[src/sv/lsr_pkg.sv]
// Package with shared types and constants for the letter string range block.
`default_nettype none

package lsr_pkg;

  localparam int unsigned LETTER_W = 5;
  localparam int unsigned POS_W    = 16;
  localparam int unsigned COUNT_W  = 16;

  localparam logic [POS_W-1:0] LENGTH_RESET = 16'h8000;

  typedef enum logic [1:0] {
    CMD_WRITE  = 2'd0,
    CMD_COUNT  = 2'd1,
    CMD_ASSIGN = 2'd2,
    CMD_SORT   = 2'd3
  } cmd_e;

  typedef struct packed {
    logic rd;
    logic inc;
    logic clr;
  } hist_cmd_t;

endpackage

`default_nettype wire

[src/sv/lsr_hist.sv]
// Histogram memory with read-increment-write and forwarding of the last write.
`default_nettype none

module lsr_hist #(
  parameter int unsigned ALPHABET_SIZE = 26,
  parameter int unsigned KW            = 5,
  parameter int unsigned CW            = 16
) (
  input  wire logic               clk_i,
  input  wire logic               rst_ni,
  input  wire lsr_pkg::hist_cmd_t cmd_i,
  input  wire logic [KW-1:0]      addr_i,
  output logic      [CW-1:0]      rdata_o,
  output logic                    pend_o
);
  import lsr_pkg::*;

  logic [CW-1:0] mem [ALPHABET_SIZE];
  logic [CW-1:0] rdata_q;
  logic          hv_q;
  logic [KW-1:0] ha_q;
  logic          lw_v_q;
  logic [KW-1:0] lw_a_q;
  logic [CW-1:0] lw_d_q;
  logic [CW-1:0] inc_val;

  assign inc_val = ((lw_v_q && (lw_a_q == ha_q)) ? lw_d_q : rdata_q) + CW'(1);

  always_ff @(posedge clk_i) begin
    if (hv_q) begin
      mem[ha_q] <= inc_val;
    end else if (cmd_i.clr) begin
      mem[addr_i] <= '0;
    end
    if (cmd_i.rd) begin
      rdata_q <= mem[addr_i];
    end
    ha_q   <= addr_i;
    lw_a_q <= ha_q;
    lw_d_q <= inc_val;
  end

  always_ff @(posedge clk_i or negedge rst_ni) begin
    if (!rst_ni) begin
      hv_q   <= 1'b0;
      lw_v_q <= 1'b0;
    end else begin
      hv_q   <= cmd_i.rd && cmd_i.inc;
      lw_v_q <= hv_q;
    end
  end

  assign rdata_o = rdata_q;
  assign pend_o  = hv_q;

endmodule

`default_nettype wire

[config.mk]
export PLATFORM = sky130hd
export DESIGN_NAME = lsr_hist
export DESIGN_NICKNAME = d
export VERILOG_FILES = /design/src/sv/lsr_pkg.sv /design/src/sv/lsr_hist.sv
export SDC_FILE = /design/constraint.sdc
export NUM_CORES = 1
export LEC_CHECK = 0
export BUFFER_PORTS_ARGS = -buffer_cell sky130_fd_sc_hd__buf_2
export CAP_MARGIN = 20
export CORE_ASPECT_RATIO = 0.7
export CORE_MARGIN = 5
export CORE_UTILIZATION = 55
export DETAILED_ROUTE_END_ITERATION = 8
export PLACE_DENSITY = 0.73
export SLEW_MARGIN = 20
export SYNTH_ARGS = -nofsm -noshare
export SYNTH_HDL_FRONTEND = slang
export SYNTH_SLANG_ARGS = --single-unit
[constraint.sdc]
create_clock -name clk_i -period 5.7 [get_ports clk_i]
set_input_delay 1.14 -clock clk_i [delete_from_list [all_inputs] [get_ports clk_i]]
set_output_delay 1.14 -clock clk_i [all_outputs]
set_load 0.03 [all_outputs]
# Yosys cells after proc, flatten, opt, wreduce, memory -nomap -nowiden
# Memories as Yosys holds them, arrays and structs flattened. A register that Yosys moved wholly into a read port is not among the register bits.
# Cells that the tools add are included.
[op_classes] n_addsub=1 eq_ne=1 mux=9 n_reduce_logical=3
[op_table] op="two-way mux 16 bit" n=2
[op_table] op="adder 16 x 1 -> 16 bit (second input constant)" n=1
[op_table] op="OR reduction 16 bit" n=1
[op_table] op="two-way mux 1 bit" n=6
[op_table] op="== test 5 bit" n=1
[op_table] op="two-way mux 5 bit" n=1
[op_table] op="logical AND 1 bit" n=2
[totals] reg_bits=28 ramBits=416 in_bits=10 out_inout_bits=17 elab_cells=20 mem_count=1
[memory_table] name="mem" depth=26 width=16 rd=1 rd_ports_with_merged_regs=1 write_ports=1 line_no="lsr_hist.sv:18" rtl="logic [CW-1:0] mem [ALPHABET_SIZE];"

# Logic depth before layout (Yosys ltp)
[logic_depth] depth_word=5 depth_mapped=12 mapped_depth_nobuf=10

# Worst setup path before layout
# OpenSTA, ideal clock, no wires.
[synth_path] path_kind="register to register" start="register ha_q[2]" end="memory mem[0][10], data pin" setup_ns=0.420 arrival_time_ns=3.483 t_required_ns=5.280 setup_slack_ns=1.798 stages_incl_launch_ff=13 n_path_buf=2 period_less_slack_ns=3.902 cell_sequence="dfxtp_1 -> xor2_1 -> nor4_1 -> and3_1 -> buf_4 -> buf_6 -> mux2_2 -> ha_1 -> nand3_1 -> nor2_1 -> and3_1 -> xnor2_1 -> a211oi_1"
[synth_via] elab_chain_len=5
[synth_rtl] element="start, declared" line_no="lsr_hist.sv:21" rtl="logic [KW-1:0] ha_q;"
[synth_rtl] element="start signal, assigned" line_no="lsr_hist.sv:38" rtl="ha_q <= addr_i;"
[synth_rtl] element="== test 5 bit" line_no="lsr_hist.sv:27" rtl="assign inc_val = ((lw_v_q && (lw_a_q == ha_q)) ? lw_d_q : rdata_q) + CW'(1);"
[synth_rtl] element="logical AND 1 bit" line_no="lsr_hist.sv:27"
[synth_rtl] element="two-way mux 16 bit" line_no="lsr_hist.sv:27"
[synth_rtl] element="adder 16 x 1 -> 16 bit" line_no="lsr_hist.sv:27"
[synth_rtl] element="two-way mux 16 bit (no source line)"
[synth_rtl] element="end, declared" line_no="lsr_hist.sv:18"
# Every way passes these cells.

# Worst setup path after layout
[layout_path] start="register ha_q[2]" end="memory mem[25][10], data pin"
# The elaborated chain is that of the path after synthesis.

==> flow_summary.yaml <==
run_status:
  status: "finished, final reports clean"
global_route:
  grt_usage_pct: 22.27
  antenna_found_initial: 1
  grt-ovfl-total: 0
  grt_max_degree: 73
  grt_pass1_vias: 9338
  grt_pass1_wl_mm: 60.28
power:
  p_leak_nw: 6.782
  p_per_area_nw_per_um2: 347.6
  ir_worst_vdd_mv: 0.2723
sta:
  relSlewSlack_pct: 29.39
  max_freq_ghz: 0.2559
  setup_viol: 0
  fin_skew_ns: 0.03311
  finalHoldViolations: 0
  tightestPinTransition_ns: 1.059
  rsz0062_at_grt: "false"
  period_minus_slack_ns: 3.908
  final-max-slew-violation-count: 0
  tns_ns: 0
  min_period_over_period_pct: 68.56
critical_path:
  worst_path_max_delay_cell: "a211oi_4"
  worst_ep_arrival_time_ns: 4.10
  worstPathCellList: "xor2_1 -> nor4_1 -> and3_1 -> buf_4 -> mux2_2 -> ha_1 -> nand3_1 -> nor2_1 -> and3_1 -> xnor2_1 -> a211oi_4"
  crit_top_cell: "and3_1"
  r2r_cells: 11
  crit_path_max_incr_delay_ns: 0.83
  worstSetupStartpoint: "ha_q[2]"
  cp_max_fo: 27
  required_ns: 5.90
  cp-end-kind: "register"
  crit_type: "register to register"
  start_kind: "register"
  r2r-start: "ha_q[2]"
synth:
  ys_warn_count: 0
  netlist_instances: 1015
  synthesis.area_um2: 18120
  synth_top_cell_area_share_pct: 71.57
  syn_nets: 1026
  synth.yosys.seq_area_share_pct: 74.72
  synthDistinctLibCells: 43
  yosysTopAreaCell: "edfxtp_1"
  ys_dominant_reg_cell: "edfxtp_1"
  avgSynthCellArea_um2: 17.86
  yosys_register_bits: 460
  synthTopCellsByArea: "edfxtp_1, mux2i_1, mux4_2"
  synth_edf_count: 432
  synth-async-reset-ratio_pct: 0.4348
clocking:
  post_cts_buffers: 0
  cts_resized: 0
  cts_htree_levels: 2
  cts_tree: "yes"
  insertion_delay_ns: 0.56
  cts_buffers: 41
  cts_max_path_buffers: 3
  ctsHoldBuffers: 0
  path_clk_slew_ns: 0.06
  clkSinkCount: 460
  root_buffer: "clkbuf_16"
finish:
  layout_common_cells: "edfxtp_1, mux2i_1, nand2_1"
  layout_commonest_cell: "edfxtp_1"
  synthToLayoutAreaGrowth_pct: 11.27
  seqCellArea_um2: 13540
  n_antenna_cell: 0
  n_fill_cell: 2238
  multi_input_area_um2: 4349
  nets: 1086
  utilization_pct: 62.22
  final_layout_size_suffix_gt1_share_pct: 17.75
floorplan:
  dieArea_um2: 36740
  die_h_um: 161.9
  initial_core_util_pct: 55.92
  io_pins: 27
  die_width_um: 227.0
  row_count: 55
  core_um2: 32410
run:
  max_cap_violations: 0
detailed_routing:
  drtAntennaViolNets: 0
  drcViolationCount: 0
  first_pass_iters: 5
  vias: 9592
  wirelength_mm: 40.78
  viasPerCell: 6.265
  drt-initial-drc-count: 1286
  wl_per_cell_um: 26.64
place:
  place_congestion: 0.9247
  dp_hpwl_mm: 23.99
  portBuffers: 26
hold_path:
  hp-class: "input pin to asynchronous set/reset pin"
through the flow:
stage	setup slack, ns	power [mW]	instance area [µm²]	std cells	hold WS, ns
floorplan	1.798	4.200	18120	1015	0.3742
global placement	1.947	4.381	18890	1459	0.3811
detailed placement	1.813	4.391	18890	1459	0.3862
CTS	1.773	7.043	20160	1531	0.3652
global route	1.532	7.229	20170	1531	0.3685
finish	1.792	7.011	20170	1531	0.3822
critical path: cells and delay by family (launching register included):
family	cells	cell delay (ns)
simple gates	5	0.92
compound gates	1	0.83
mux	1	0.42
flops	1	0.37
xor+xnor	2	0.35
buf+inv	1	0.35
fa+ha+maj	1	0.31
cell type report:
cell class              count  share of cell area (%)
repair buffers             68                   2.252
clock inverters            22                   1.011
well taps                 427                   2.649
multi-input cells         498                   21.57
inverters                   6                  0.1117
clock buffers              50                   5.255
flip-flops and latches    460                   67.15
logic make-up after synthesis:
logic type / after synthesis / share of synthesized area (%)
adder cells (fa/ha/maj): 1 / 0.06902
XOR/XNOR: 31 / 1.498
multiplexers: 172 / 12.99
buffers and inverters: 57 / 1.636
AO/OA/AOI/OAI: 97 / 3.900
flip-flops: 460 / 74.72
AND/OR/NAND/NOR: 197 / 5.184
where the power goes:
| part | switching (mW) | total (mW) | internal, mW |
|---|---|---|---|
| registers | 0.0449 | 3.85 | 3.81 |
| clock network | 1.18 | 2.69 | 1.50 |
| logic | 0.330 | 0.474 | 0.144 |
Yosys cell counts, drive strengths merged, types with 4 or more instances:
cell type and number:
and2 12, nor2b 6, buf 34, clkbuf 17, nand3 47, xnor2 17, and3 5, a22oi 49
mux4 48, inv 6, o22ai 17, nand4 9, mux2 17, o221ai 16, dfxtp 26, nor3 8
mux2i 107, nand2 52, o21ai 5, nand2b 4, nor4 4, nor2 43, xor2 14, edfxtp 432
worst paths after layout:
check	slack, ns	end
worst max-delay path	1.79	mem[25][10]
worst min-delay path	0.38	lw_v_q
worst max register to register	1.79	mem[25][10]
worst min register to register	0.39	lw_a_q[3]
max in group asynchronous	5.22	pend_o
min in group clk_i	0.39	lw_a_q[3]
per-layer routing:
layer  global-route usage [%]  routed length [µm]  vias to the layer above
met1                    32.81               16950                     4884
met4                    4.890                 805                        0
li1                         -                   -                     4176
met5                        0                   0                        -
met2                    33.26               18470                      462
met3                    7.064                4549                       70
sequential cells by signal, indices dropped and copies added (netlist names):
name / count
pend_o: 1
lw_d_q: 16
mem: 416
rdata_o: 16
lw_v_q: 1
ha_q: 5
lw_a_q: 5
(Power assumes the default switching activity.)
